`src/rtl/core/mcms_pkg.sv`:
```
// Shared types and constants for the masked column mean / std unit.
// No dependencies.
`timescale 1ns / 1ps

package mcms_pkg;

    localparam int unsigned DEF_MAX_ROWS = 4096;
    localparam int unsigned SAMPLE_W     = 16;

    // Back-end sequencer states
    typedef enum logic [2:0] {
        BK_IDLE,
        BK_MUL_NQ,
        BK_MUL_SS,
        BK_SQRT,
        BK_DIV_MEAN,
        BK_DIV_STD,
        BK_OUT
    } back_state_t;

    // Handshake between a producer and a consumer
    typedef struct packed {
        logic valid;
        logic ready;
    } hs_t;

endpackage

```
`src/rtl/core/mcms_front.sv`:
```
// Front end: per-sample accumulation, column minimum and mask register.
// Depends on mcms_pkg.
`timescale 1ns / 1ps

module mcms_front #(
    parameter int unsigned MAX_ROWS = mcms_pkg::DEF_MAX_ROWS,
    localparam int unsigned CW = $clog2(MAX_ROWS + 1),
    localparam int unsigned SW = CW + 17,
    localparam int unsigned QW = CW + 31
) (
    input  logic                 clk,
    input  logic                 rst_n,
    input  logic                 cfg_valid,
    output logic                 cfg_ready,
    input  logic [15:0]          cfg_data,
    input  logic                 in_valid,
    output logic                 in_stall,
    input  logic signed [15:0]   sample,
    input  logic                 last_in_column,
    output mcms_pkg::hs_t        push,
    input  logic                 push_ready,
    output logic [SW+QW+CW-1:0]  push_data
);

    logic signed [15:0]   mask_reg;
    logic signed [SW-1:0] sum_all_reg, sum_all_next, sum_kept_reg, sum_kept_next;
    logic [QW-1:0]        sq_all_reg, sq_all_next, sq_kept_reg, sq_kept_next;
    logic [CW-1:0]        cnt_all_reg, cnt_all_next, cnt_kept_reg, cnt_kept_next;
    logic signed [15:0]   min_reg, min_next;
    logic                 accept;
    logic [31:0]          sq;
    logic signed [31:0]   prod;
    logic                 room;

    assign cfg_ready = 1'b1;
    assign in_stall  = !push_ready;
    assign accept    = in_valid && !in_stall;
    assign prod      = sample * sample;
    assign sq        = prod;
    assign room      = cnt_all_reg < CW'(MAX_ROWS);

    always_comb
    begin
        sum_all_next  = sum_all_reg;
        sum_kept_next = sum_kept_reg;
        sq_all_next   = sq_all_reg;
        sq_kept_next  = sq_kept_reg;
        cnt_all_next  = cnt_all_reg;
        cnt_kept_next = cnt_kept_reg;
        min_next      = min_reg;
        if (room)
        begin
            sum_all_next = sum_all_reg + SW'(sample);
            sq_all_next  = sq_all_reg + QW'(sq);
            cnt_all_next = cnt_all_reg + CW'(1);
            if (sample != mask_reg)
            begin
                sum_kept_next = sum_kept_reg + SW'(sample);
                sq_kept_next  = sq_kept_reg + QW'(sq);
                cnt_kept_next = cnt_kept_reg + CW'(1);
            end
            if (sample < min_reg)
                min_next = sample;
        end
    end

    // On the last beat the totals of the chosen set go to the queue
    assign push.valid = accept && last_in_column;
    assign push.ready = push_ready;
    assign push_data  = (min_next == mask_reg)
                      ? {sum_kept_next, sq_kept_next, cnt_kept_next}
                      : {sum_all_next, sq_all_next, cnt_all_next};

    always_ff @(posedge clk or negedge rst_n)
    begin
        if (!rst_n)
        begin
            mask_reg     <= '0;
            sum_all_reg  <= '0;
            sum_kept_reg <= '0;
            sq_all_reg   <= '0;
            sq_kept_reg  <= '0;
            cnt_all_reg  <= '0;
            cnt_kept_reg <= '0;
            min_reg      <= 16'sh7FFF;
        end
        else
        begin
            if (cfg_valid)
                mask_reg <= cfg_data;
            if (accept)
            begin
                if (last_in_column)
                begin
                    sum_all_reg  <= '0;
                    sum_kept_reg <= '0;
                    sq_all_reg   <= '0;
                    sq_kept_reg  <= '0;
                    cnt_all_reg  <= '0;
                    cnt_kept_reg <= '0;
                    min_reg      <= 16'sh7FFF;
                end
                else
                begin
                    sum_all_reg  <= sum_all_next;
                    sum_kept_reg <= sum_kept_next;
                    sq_all_reg   <= sq_all_next;
                    sq_kept_reg  <= sq_kept_next;
                    cnt_all_reg  <= cnt_all_next;
                    cnt_kept_reg <= cnt_kept_next;
                    min_reg      <= min_next;
                end
            end
        end
    end

endmodule

```
`src/rtl/core/mcms_queue.sv`:
```
// Two-entry queue of column totals between front and back end.
// Depends on mcms_pkg.
`timescale 1ns / 1ps

module mcms_queue #(
    parameter int unsigned W = 8
) (
    input  logic          clk,
    input  logic          rst_n,
    input  mcms_pkg::hs_t push,
    output logic          push_ready,
    input  logic [W-1:0]  push_data,
    output logic          pop_valid,
    input  logic          pop_ready,
    output logic [W-1:0]  pop_data
);

    logic [W-1:0] mem [2];
    logic         wr_reg, rd_reg;
    logic [1:0]   fill_reg;
    logic         do_push, do_pop;

    assign push_ready = fill_reg != 2'd2;
    assign pop_valid  = fill_reg != 2'd0;
    assign do_push    = push.valid && push_ready;
    assign do_pop     = pop_valid && pop_ready;
    assign pop_data   = mem[rd_reg];

    always_ff @(posedge clk)
    begin
        if (do_push)
            mem[wr_reg] <= push_data;
    end

    always_ff @(posedge clk or negedge rst_n)
    begin
        if (!rst_n)
        begin
            wr_reg   <= 1'b0;
            rd_reg   <= 1'b0;
            fill_reg <= 2'd0;
        end
        else
        begin
            if (do_push)
                wr_reg <= !wr_reg;
            if (do_pop)
                rd_reg <= !rd_reg;
            fill_reg <= fill_reg + 2'(do_push) - 2'(do_pop);
        end
    end

endmodule

```
`src/rtl/core/mcms_back.sv`:
```
// Back end: shift-add multiply, digit-by-digit square root and restoring
// divide over many cycles, then the output register. Depends on mcms_pkg.
`timescale 1ns / 1ps

module mcms_back #(
    parameter int unsigned MAX_ROWS = mcms_pkg::DEF_MAX_ROWS,
    localparam int unsigned CW = $clog2(MAX_ROWS + 1),
    localparam int unsigned SW = CW + 17,
    localparam int unsigned QW = CW + 31,
    localparam int unsigned DW = QW + CW,
    localparam int unsigned RW = (DW + 1) / 2,
    localparam int unsigned NW = $clog2(SW + 1)
) (
    input  logic                 clk,
    input  logic                 rst_n,
    input  logic                 pop_valid,
    output logic                 pop_ready,
    input  logic [SW+QW+CW-1:0]  pop_data,
    output logic                 out_valid,
    input  logic                 out_stall,
    output logic signed [15:0]   column_mean,
    output logic [15:0]          column_std,
    output logic                 column_empty
);

    mcms_pkg::back_state_t state_reg, state_next;
    logic [NW-1:0]   cnt_reg, cnt_next;
    logic            out_valid_reg, out_valid_next;

    logic signed [SW-1:0] s_in;
    logic [QW-1:0]   q_in;
    logic [CW-1:0]   n_in;

    logic [SW-1:0]   s_abs_reg, s_abs_next;
    logic            s_neg_reg, s_neg_next;
    logic [CW-1:0]   n_reg, n_next;
    logic [DW-1:0]   mcand_reg, mcand_next, acc_reg, acc_next;
    logic [SW-1:0]   mplier_reg, mplier_next;
    logic [2*RW-1:0] rad_reg, rad_next;
    logic [RW-1:0]   root_reg, root_next;
    logic [RW+1:0]   rem_reg, rem_next;
    logic [SW-1:0]   dvd_reg, dvd_next;
    logic [CW-1:0]   drem_reg, drem_next;
    logic [15:0]     mean_reg, mean_next, std_reg, std_next;
    logic            empty_reg, empty_next;
    logic            load_out;

    logic [RW+3:0]   sq_t, sq_trial;
    logic [CW:0]     dv_t;
    logic            dv_ge;

    assign {s_in, q_in, n_in} = pop_data;

    // One square-root digit and one divide bit per cycle
    assign sq_t     = {rem_reg, rad_reg[2*RW-1 -: 2]};
    assign sq_trial = {2'b00, root_reg, 2'b01};
    assign dv_t     = {drem_reg, dvd_reg[SW-1]};
    assign dv_ge    = dv_t >= {1'b0, n_reg};

    always_comb
    begin
        state_next     = state_reg;
        cnt_next       = cnt_reg;
        out_valid_next = out_valid_reg && out_stall;
        s_abs_next     = s_abs_reg;
        s_neg_next     = s_neg_reg;
        n_next         = n_reg;
        mcand_next     = mcand_reg;
        acc_next       = acc_reg;
        mplier_next    = mplier_reg;
        rad_next       = rad_reg;
        root_next      = root_reg;
        rem_next       = rem_reg;
        dvd_next       = dvd_reg;
        drem_next      = drem_reg;
        mean_next      = mean_reg;
        std_next       = std_reg;
        empty_next     = empty_reg;
        pop_ready      = 1'b0;
        load_out       = 1'b0;
        case (state_reg)
            mcms_pkg::BK_IDLE:
            begin
                pop_ready = 1'b1;
                if (pop_valid)
                begin
                    s_neg_next  = s_in[SW-1];
                    s_abs_next  = s_in[SW-1] ? SW'(-s_in) : SW'(s_in);
                    n_next      = n_in;
                    mcand_next  = DW'(q_in);
                    mplier_next = SW'(n_in);
                    acc_next    = '0;
                    cnt_next    = NW'(CW);
                    if (n_in == '0)
                    begin
                        mean_next  = '0;
                        std_next   = '0;
                        empty_next = 1'b1;
                        state_next = mcms_pkg::BK_OUT;
                    end
                    else
                    begin
                        empty_next = 1'b0;
                        state_next = mcms_pkg::BK_MUL_NQ;
                    end
                end
            end
            mcms_pkg::BK_MUL_NQ:
            begin
                if (mplier_reg[0])
                    acc_next = acc_reg + mcand_reg;
                mcand_next  = mcand_reg << 1;
                mplier_next = mplier_reg >> 1;
                cnt_next    = cnt_reg - NW'(1);
                if (cnt_reg == NW'(1))
                begin
                    mcand_next  = DW'(s_abs_reg);
                    mplier_next = s_abs_reg;
                    cnt_next    = NW'(SW);
                    state_next  = mcms_pkg::BK_MUL_SS;
                end
            end
            mcms_pkg::BK_MUL_SS:
            begin
                // n*Q minus S*S, subtracting partial products of S*S
                if (mplier_reg[0])
                    acc_next = acc_reg - mcand_reg;
                mcand_next  = mcand_reg << 1;
                mplier_next = mplier_reg >> 1;
                cnt_next    = cnt_reg - NW'(1);
                if (cnt_reg == NW'(1))
                begin
                    rad_next   = (2*RW)'(acc_next);
                    root_next  = '0;
                    rem_next   = '0;
                    cnt_next   = NW'(RW);
                    state_next = mcms_pkg::BK_SQRT;
                end
            end
            mcms_pkg::BK_SQRT:
            begin
                rad_next = rad_reg << 2;
                if (sq_t >= sq_trial)
                begin
                    rem_next  = (RW+2)'(sq_t - sq_trial);
                    root_next = {root_reg[RW-2:0], 1'b1};
                end
                else
                begin
                    rem_next  = (RW+2)'(sq_t);
                    root_next = {root_reg[RW-2:0], 1'b0};
                end
                cnt_next = cnt_reg - NW'(1);
                if (cnt_reg == NW'(1))
                begin
                    dvd_next   = s_abs_reg;
                    drem_next  = '0;
                    cnt_next   = NW'(SW);
                    state_next = mcms_pkg::BK_DIV_MEAN;
                end
            end
            mcms_pkg::BK_DIV_MEAN, mcms_pkg::BK_DIV_STD:
            begin
                drem_next = dv_ge ? CW'(dv_t - {1'b0, n_reg}) : CW'(dv_t);
                dvd_next  = {dvd_reg[SW-2:0], dv_ge};
                cnt_next  = cnt_reg - NW'(1);
                if (cnt_reg == NW'(1))
                begin
                    if (state_reg == mcms_pkg::BK_DIV_MEAN)
                    begin
                        mean_next  = s_neg_reg ? 16'(-dvd_next[15:0]) : dvd_next[15:0];
                        dvd_next   = SW'(root_reg);
                        drem_next  = '0;
                        cnt_next   = NW'(SW);
                        state_next = mcms_pkg::BK_DIV_STD;
                    end
                    else
                    begin
                        std_next   = dvd_next[15:0];
                        state_next = mcms_pkg::BK_OUT;
                    end
                end
            end
            mcms_pkg::BK_OUT:
            begin
                if (!out_valid_reg || !out_stall)
                begin
                    load_out       = 1'b1;
                    out_valid_next = 1'b1;
                    state_next     = mcms_pkg::BK_IDLE;
                end
            end
            default:
            begin
                state_next = mcms_pkg::BK_IDLE;
            end
        endcase
    end

    always_ff @(posedge clk or negedge rst_n)
    begin
        if (!rst_n)
        begin
            state_reg     <= mcms_pkg::BK_IDLE;
            cnt_reg       <= '0;
            out_valid_reg <= 1'b0;
        end
        else
        begin
            state_reg     <= state_next;
            cnt_reg       <= cnt_next;
            out_valid_reg <= out_valid_next;
        end
    end

    always_ff @(posedge clk)
    begin
        s_abs_reg  <= s_abs_next;
        s_neg_reg  <= s_neg_next;
        n_reg      <= n_next;
        mcand_reg  <= mcand_next;
        acc_reg    <= acc_next;
        mplier_reg <= mplier_next;
        rad_reg    <= rad_next;
        root_reg   <= root_next;
        rem_reg    <= rem_next;
        dvd_reg    <= dvd_next;
        drem_reg   <= drem_next;
        mean_reg   <= mean_next;
        std_reg    <= std_next;
        empty_reg  <= empty_next;
        if (load_out)
        begin
            column_mean  <= mean_reg;
            column_std   <= std_reg;
            column_empty <= empty_reg;
        end
    end

    assign out_valid = out_valid_reg;

endmodule

```
`src/rtl/core/masked_column_mean_std_unit.sv`:
```
// Top level of the masked column mean / standard deviation unit.
// Depends on mcms_pkg, mcms_front, mcms_queue, mcms_back.
`timescale 1ns / 1ps
//
//  channel | dir | handshake             | beat carries
//  --------+-----+-----------------------+----------------------------------------
//  cfg     | in  | cfg_valid / cfg_ready | cfg_data: mask_value, signed Q8.8
//  in      | in  | in_valid / in_stall   | sample, last_in_column
//  out     | out | out_valid / out_stall | column_mean, column_std, column_empty
//
// Samples are taken one per cycle while in_stall is low; sums, squares, counts and
// the minimum are updated in the front end in the same cycle. The last beat of a
// column pushes the selected totals into a two-entry queue. The back end works
// through each column with a bit-serial multiplier, root and divider (SW = CW+17,
// CW = clog2(MAX_ROWS+1), RW = CW+16) and takes the next column only when idle.
// in_stall rises only while the queue is full.
// Reset is asynchronous, active low; mask_value resets to zero.
// Beyond MAX_ROWS samples a column's further samples are ignored.

module masked_column_mean_std_unit #(
    parameter int unsigned MAX_ROWS = mcms_pkg::DEF_MAX_ROWS
) (
    input  logic                clk,
    input  logic                rst_n,
    input  logic                cfg_valid,
    output logic                cfg_ready,
    input  logic [15:0]         cfg_data,
    input  logic                in_valid,
    output logic                in_stall,
    input  logic signed [15:0]  sample,
    input  logic                last_in_column,
    output logic                out_valid,
    input  logic                out_stall,
    output logic signed [15:0]  column_mean,
    output logic [15:0]         column_std,
    output logic                column_empty
);

    localparam int unsigned CW = $clog2(MAX_ROWS + 1);
    localparam int unsigned TW = 3 * CW + 48;   // {sum, sum of squares, count}

    mcms_pkg::hs_t  push;
    logic           push_ready;
    logic [TW-1:0]  push_data;
    logic           pop_valid, pop_ready;
    logic [TW-1:0]  pop_data;

    // Per-sample accumulation
    mcms_front #(.MAX_ROWS(MAX_ROWS)) u_front (
        .clk            (clk),
        .rst_n          (rst_n),
        .cfg_valid      (cfg_valid),
        .cfg_ready      (cfg_ready),
        .cfg_data       (cfg_data),
        .in_valid       (in_valid),
        .in_stall       (in_stall),
        .sample         (sample),
        .last_in_column (last_in_column),
        .push           (push),
        .push_ready     (push_ready),
        .push_data      (push_data)
    );

    // Column totals waiting for the back end
    mcms_queue #(.W(TW)) u_queue (
        .clk        (clk),
        .rst_n      (rst_n),
        .push       (push),
        .push_ready (push_ready),
        .push_data  (push_data),
        .pop_valid  (pop_valid),
        .pop_ready  (pop_ready),
        .pop_data   (pop_data)
    );

    // Mean and standard deviation per column
    mcms_back #(.MAX_ROWS(MAX_ROWS)) u_back (
        .clk          (clk),
        .rst_n        (rst_n),
        .pop_valid    (pop_valid),
        .pop_ready    (pop_ready),
        .pop_data     (pop_data),
        .out_valid    (out_valid),
        .out_stall    (out_stall),
        .column_mean  (column_mean),
        .column_std   (column_std),
        .column_empty (column_empty)
    );

    // An empty column reports zero mean and zero deviation
    a_empty_zero: assert property (@(posedge clk) disable iff (!rst_n)
        out_valid && column_empty |-> column_mean == 16'sd0 && column_std == 16'd0)
        else $error("empty column with nonzero result");

    // A column end is never offered while the queue cannot take it
    a_no_drop: assert property (@(posedge clk) disable iff (!rst_n)
        push.valid |-> push_ready)
        else $error("column totals dropped");

    // Input is held off exactly when the queue is full
    a_stall_full: assert property (@(posedge clk) disable iff (!rst_n)
        in_stall |-> !push_ready)
        else $error("input stalled with room in queue");

endmodule

```
`config.mk`:
```
export PLATFORM = sky130hd
export DESIGN_NAME = masked_column_mean_std_unit
export DESIGN_NICKNAME = d
export VERILOG_FILES = /design/src/rtl/core/mcms_pkg.sv /design/src/rtl/core/mcms_front.sv /design/src/rtl/core/mcms_queue.sv /design/src/rtl/core/mcms_back.sv /design/src/rtl/core/masked_column_mean_std_unit.sv
export SDC_FILE = /design/constraint.sdc
export NUM_CORES = 2
export LEC_CHECK = 0
export BUFFER_PORTS_ARGS = -buffer_cell sky130_fd_sc_hd__buf_2
export CELL_PAD_IN_SITES_DETAIL_PLACEMENT = 1
export CELL_PAD_IN_SITES_GLOBAL_PLACEMENT = 1
export CORE_AREA = 2 2 454 456
export CTS_BUF_LIST = sky130_fd_sc_hd__clkbuf_2 sky130_fd_sc_hd__clkbuf_4 sky130_fd_sc_hd__clkbuf_8
export CTS_CLUSTER_SIZE = 30
export DETAILED_ROUTE_END_ITERATION = 8
export DIE_AREA = 0 0 456 458
export PLACE_DENSITY = 0.5
export SLEW_MARGIN = 20
export SYNTH_ARGS = -nofsm -noshare
export SYNTH_HDL_FRONTEND = slang
export SYNTH_HIERARCHICAL = 1
export SYNTH_SLANG_ARGS = --single-unit
```
`constraint.sdc`:
```
create_clock -name clk -period 17.9 [get_ports clk]
set_input_delay 3.58 -clock clk [delete_from_list [all_inputs] [get_ports clk]]
set_output_delay 3.58 -clock clk [all_outputs]
set_load 0.01 [all_outputs]
```
-- Yosys cells after proc, flatten, opt, wreduce, memory -nomap -nowiden
Memory sizes are Yosys's and may differ from the RTL's.
Cells that the tools add are included.
- register bits: 634
- word-level logic and storage cells: 182
- memories: 1
- bits of input ports: 38
- output and inout bits: 36
- RAM bits: 174
- multiply operators: 1
- $add $sub $neg: 15
- reduce and logical (&&, ||, !) cells: 30
- multiplexer cells: 79
- equality and inequality tests: 20
- $lt $le $gt $ge: 4
- memory list (memory ; words ; width ; read ports ; clocked after memory_dff ; write ports ; line ; source):
    u_queue.mem ; 2 ; 87 ; 1 ; 0 ; 1 ; mcms_queue.sv:18 ; logic [W-1:0] mem [2];
- operators by type and width (operator ; count):
    57-bit one-hot mux with 3 select lines ; 2
    30-bit two-way mux ; 10
    57-bit two-way mux ; 5
    44-bit two-way mux ; 5
    16-bit two-way mux ; 10
    13-bit two-way mux ; 9
    58-bit one-hot mux with 2 select lines ; 1
    30-bit one-hot mux with 3 select lines ; 1
    44-bit by 32-bit adder with 44-bit output ; 2
    87-bit two-way mux ; 1
    16-bit one-hot mux with 2 select lines ; 2
    31-bit two-way mux ; 2
    31-bit one-hot mux with 2 select lines ; 1
    30-bit by 16-bit adder with 30-bit output ; 2
    30-bit one-hot mux with 2 select lines ; 1
    29-bit two-way mux ; 2
    58-bit two-way mux ; 1
    29-bit one-hot mux with 2 select lines ; 1
    57-bit adder ; 1
    57-bit subtractor ; 1
    33-bit by 31-bit greater-or-equal comparator with 1-bit output ; 1
    16-bit by 16-bit multiplier with 32-bit output ; 1
    31-bit subtractor ; 1
    30-bit negation ; 1
    other kinds (37) ; 85

-- Depth between registers and ports, before layout
- depth in word-level cells: 6
- depth in mapped cells: 37
- mapped depth without buffers: 35

-- By module
The synthesis kept the hierarchy.
- modules (own cells, without submodules) (module ; sequential area each (um^2) ; times used ; cells an instance ; area an instance (um^2)):
    mcms_back ; 12687.2 ; 1 ; 2726 ; 27172.3
    mcms_front ; 5173.7 ; 1 ; 3186 ; 27086.0
    mcms_queue ; 5325.1 ; 1 ; 293 ; 6507.5

-- Worst setup path before layout
OpenSTA, ideal clock, no wires.
- kind: input port to flip-flop
- start point: in sample[10]
- end point: mem u_queue/mem[0][56] (netlist bit) (data pin)
- setup time: 266 ps
- slack: 6753 ps
- buffers on the path: 2
- arrival: 10880 ps
- stages on the path: 33
- cell sequence: clkbuf_1 > clkbuf_1 > nand2_1 > inv_1 > fa_1 > inv_1 > fa_1 > fa_1 > inv_1 > fa_1 > fa_1 > inv_1 > fa_1 > inv_1 > ha_1 > and3_1 > nand3_1 > o21ai_0 > nand3_1 > a221oi_1 > o21a_1 > nor2_1 > xnor2_1 > ha_1 > and3_2 > a21o_1 > a21oi_1 > o21ai_0 > and3_1 > a221o_1 > and3_1 > xnor2_1 > mux2i_1
- longest elaborated chain between the ends: 5
- elaborated cells between the ends (all ways): 12
- ends and longest elaborated chain (element ; line ; source):
    start, declared ; masked_column_mean_std_unit.sv:30 ; input logic signed [15:0] sample,
    16-bit by 16-bit multiplier with 32-bit output / 16-bit < comparator (equally long branches) ; mcms_front.sv:38, mcms_front.sv:62 ;
    44-bit by 32-bit adder with 44-bit output / 16-bit two-way mux (equally long branches) ; mcms_front.sv:59, mcms_front.sv:62 ;
    44-bit two-way mux / 16-bit two-way mux (equally long branches) ; mcms_front.sv:56, mcms_front.sv:51 ;
    44-bit two-way mux / 16-bit equality test (equally long branches) ; mcms_front.sv:51, mcms_front.sv:70 ;
    87-bit two-way mux (*) ; mcms_front.sv:71 ; ? {sum_kept_next, sq_kept_next, cnt_kept_next}
    named net push_data[56] ; masked_column_mean_std_unit.sv:44 ; logic [TW-1:0] push_data;
    end, declared ; mcms_queue.sv:18 ;
Mark *: on every way through the listed nets, which the timed path passes. The rest lies on a longest branch.

-- Worst setup path after layout
- start point: in sample[3]
- end point: mem u_queue/mem[0][54] (netlist bit) (data pin)
The elaborated chain is that of the path after synthesis.

==> flow_metrics.py <==
metrics = {
    "outcome": {
        "status": "complete, no violations",
    },
    "die": {
        "start_util": 0.298,
        "fp-row-count": 166,
        "core_mm2": 0.204,
        "ioPinCount": 74,
        "die_area_mm2": 0.209,
        "fp.dieH_um": 458,
        "die_x_um": 456,
    },
    "synth": {
        "synth_area_mm2": 0.0608,
        "syn_inst": 6204,
        "avgSynthCellArea_um2": 9.79,
        "postSynthNetCount": 6878,
        "synth_warnings": 6,
    },
    "critical_path": {
        "critPathSlowestCell": "a21oi_1",
        "timing.rr.end": "u_queue/mem[1][21]",
        "regToRegSetupSlack_ps": 12940,
        "r2r-start": "u_front/min_reg[11]",
        "endpoint_kind": "flop",
        "start_kind": "primary input",
        "path_buf_inv": 6,
        "r2r_cells": 13,
        "crit_start": "sample[3]",
        "cp_common_cell": "fa_1",
        "critPathMaxStageDelay_ps": 780,
        "path_depth": 34,
        "crit_type": "primary input to flop",
        "critPathArrivalTime_ps": 12640,
        "critPathMaxFanout": 21,
        "cp.required_ps": 18500,
        "crit_end": "u_queue/mem[0][54]",
        "crit_family": "adder cells",
    },
    "global_route": {
        "grt_pass1_wl_um": 311000,
        "grtUsageTotal": 0.192,
        "first_global_vias": 49600,
        "grt_max_degree": 132,
        "overflow": 0,
        "grt_antenna_before_repair": 3,
    },
    "clocking": {
        "cts_sinks": 808,
        "cts_resized": 0,
        "numCtsBuffers": 156,
        "clock-root-buffer": "clkbuf_8",
        "htreeDepth": 4,
        "cts_hold_buf": 0,
        "clockBufferDepth": 3,
        "clk_latency_ps": 930,
        "cts_setup_buffers": 0,
        "tritoncts": "done",
        "clk_pin_slew_ps": 50,
    },
    "place": {
        "placed_cells": 8732,
        "gp_congestion": 0.844,
        "dpl.hpwl_um": 150000,
        "port_buffers": 72,
    },
    "drt": {
        "met1_length_um": 95800,
        "vias": 46400,
        "routed_wl_um": 202000,
        "wl_met2_um": 96300,
        "final_antenna_net_count": 0,
        "met3_length_um": 5380,
        "post_drt_wl_per_cell_um": 22.4,
        "via_per_inst": 5.15,
        "drtIter0Drc": 2445,
        "maxUsedRoutingLayer": "met4",
        "post-route-drc-count": 0,
        "dr.pass1.iters": 5,
    },
    "sta": {
        "skew_ps": 64.4,
        "max_freq_mhz": 83.1,
        "grt_setup_unrepaired": "false",
        "report.final.hold_viol_count": 0,
        "slew_headroom": 0.234,
        "finalSetupViolCount": 0,
        "timing.final.crit_share": 0.673,
        "fin_crit_ps": 12040,
        "drv_slew": 0,
        "tightestPinTransition_ps": 1150,
        "setup_tns_ps": 0,
        "whs_ps": 418,
    },
    "finish": {
        "instances_no_fill": 9024,
        "drive_above_1_share": 0.104,
        "regArea_mm2": 0.0232,
        "final_nets": 6876,
        "syn2layout_area_growth_pct": 10.5,
        "fillers": 23100,
        "largest_register_ffs": 174,
        "multi_input_area_mm2": 0.0342,
    },
    "run": {
        "drv_cap": 0,
    },
    "hold_path": {
        "holdCritPathClass": "flop to flop",
    },
}
==> final cells by class <==
type	instances	share of cell area
antenna	5	0.000186
clock buffer	231	0.0419
clock inverter	56	0.00691
inverter	585	0.0327
multi-input combinational	4508	0.509
sequential	808	0.345
tap	2688	0.0501
timing repair buffer	143	0.0139
==> worst min-delay path by stage <==
stage                        from                     to  slack, ps  depth (start not counted)
2_1_floorplan    u_back/empty_reg    u_back/column_empty        400                          0
3_3_place_gp   u_back/mean_reg[9]  u_back/column_mean[9]        400                          0
3_5_place_dp     u_back/empty_reg    u_back/column_empty        410                          0
4_1_cts        u_back/mean_reg[0]  u_back/column_mean[0]        420                          0
5_1_grt        u_back/std_reg[11]  u_back/column_std[11]        430                          0
6_report       u_back/mean_reg[0]  u_back/column_mean[0]        420                          0
==> metal layers <==
layer,global-route usage,vias up
met5,0,-
met4,0.0481,0
met3,0.0215,214
met2,0.324,590
met1,0.262,23600
li1,-,22100
==> metrics by stage <==
stage	util	instance area, um2	worst slack, ps
floorplan	-	60800	6750
global placement	0.313	63900	4930
detailed placement	0.313	63900	4820
CTS	0.330	67100	5820
global route	0.330	67200	5060
finish	0.330	67200	5860
==> layout by cell type, fill, tap and decap left out, types with 84 or more instances in the layout <==
cell type    n
and2_1     110
dfrtp_1    202
inv_1      579
a22o_1      84
o22ai_1    105
mux2_2     117
nand2_1    492
o21ai_0    338
fa_1       238
clkbuf_8   173
edfxtp_1   589
ha_1       398
nor2_1     490
a21o_1     101
a21oi_1    486
xor2_1     127
mux2i_1    143
xnor2_1    275
Power is not shown: default switching activity piles up to over one toggle a cycle in this logic, so the estimate is an artifact.
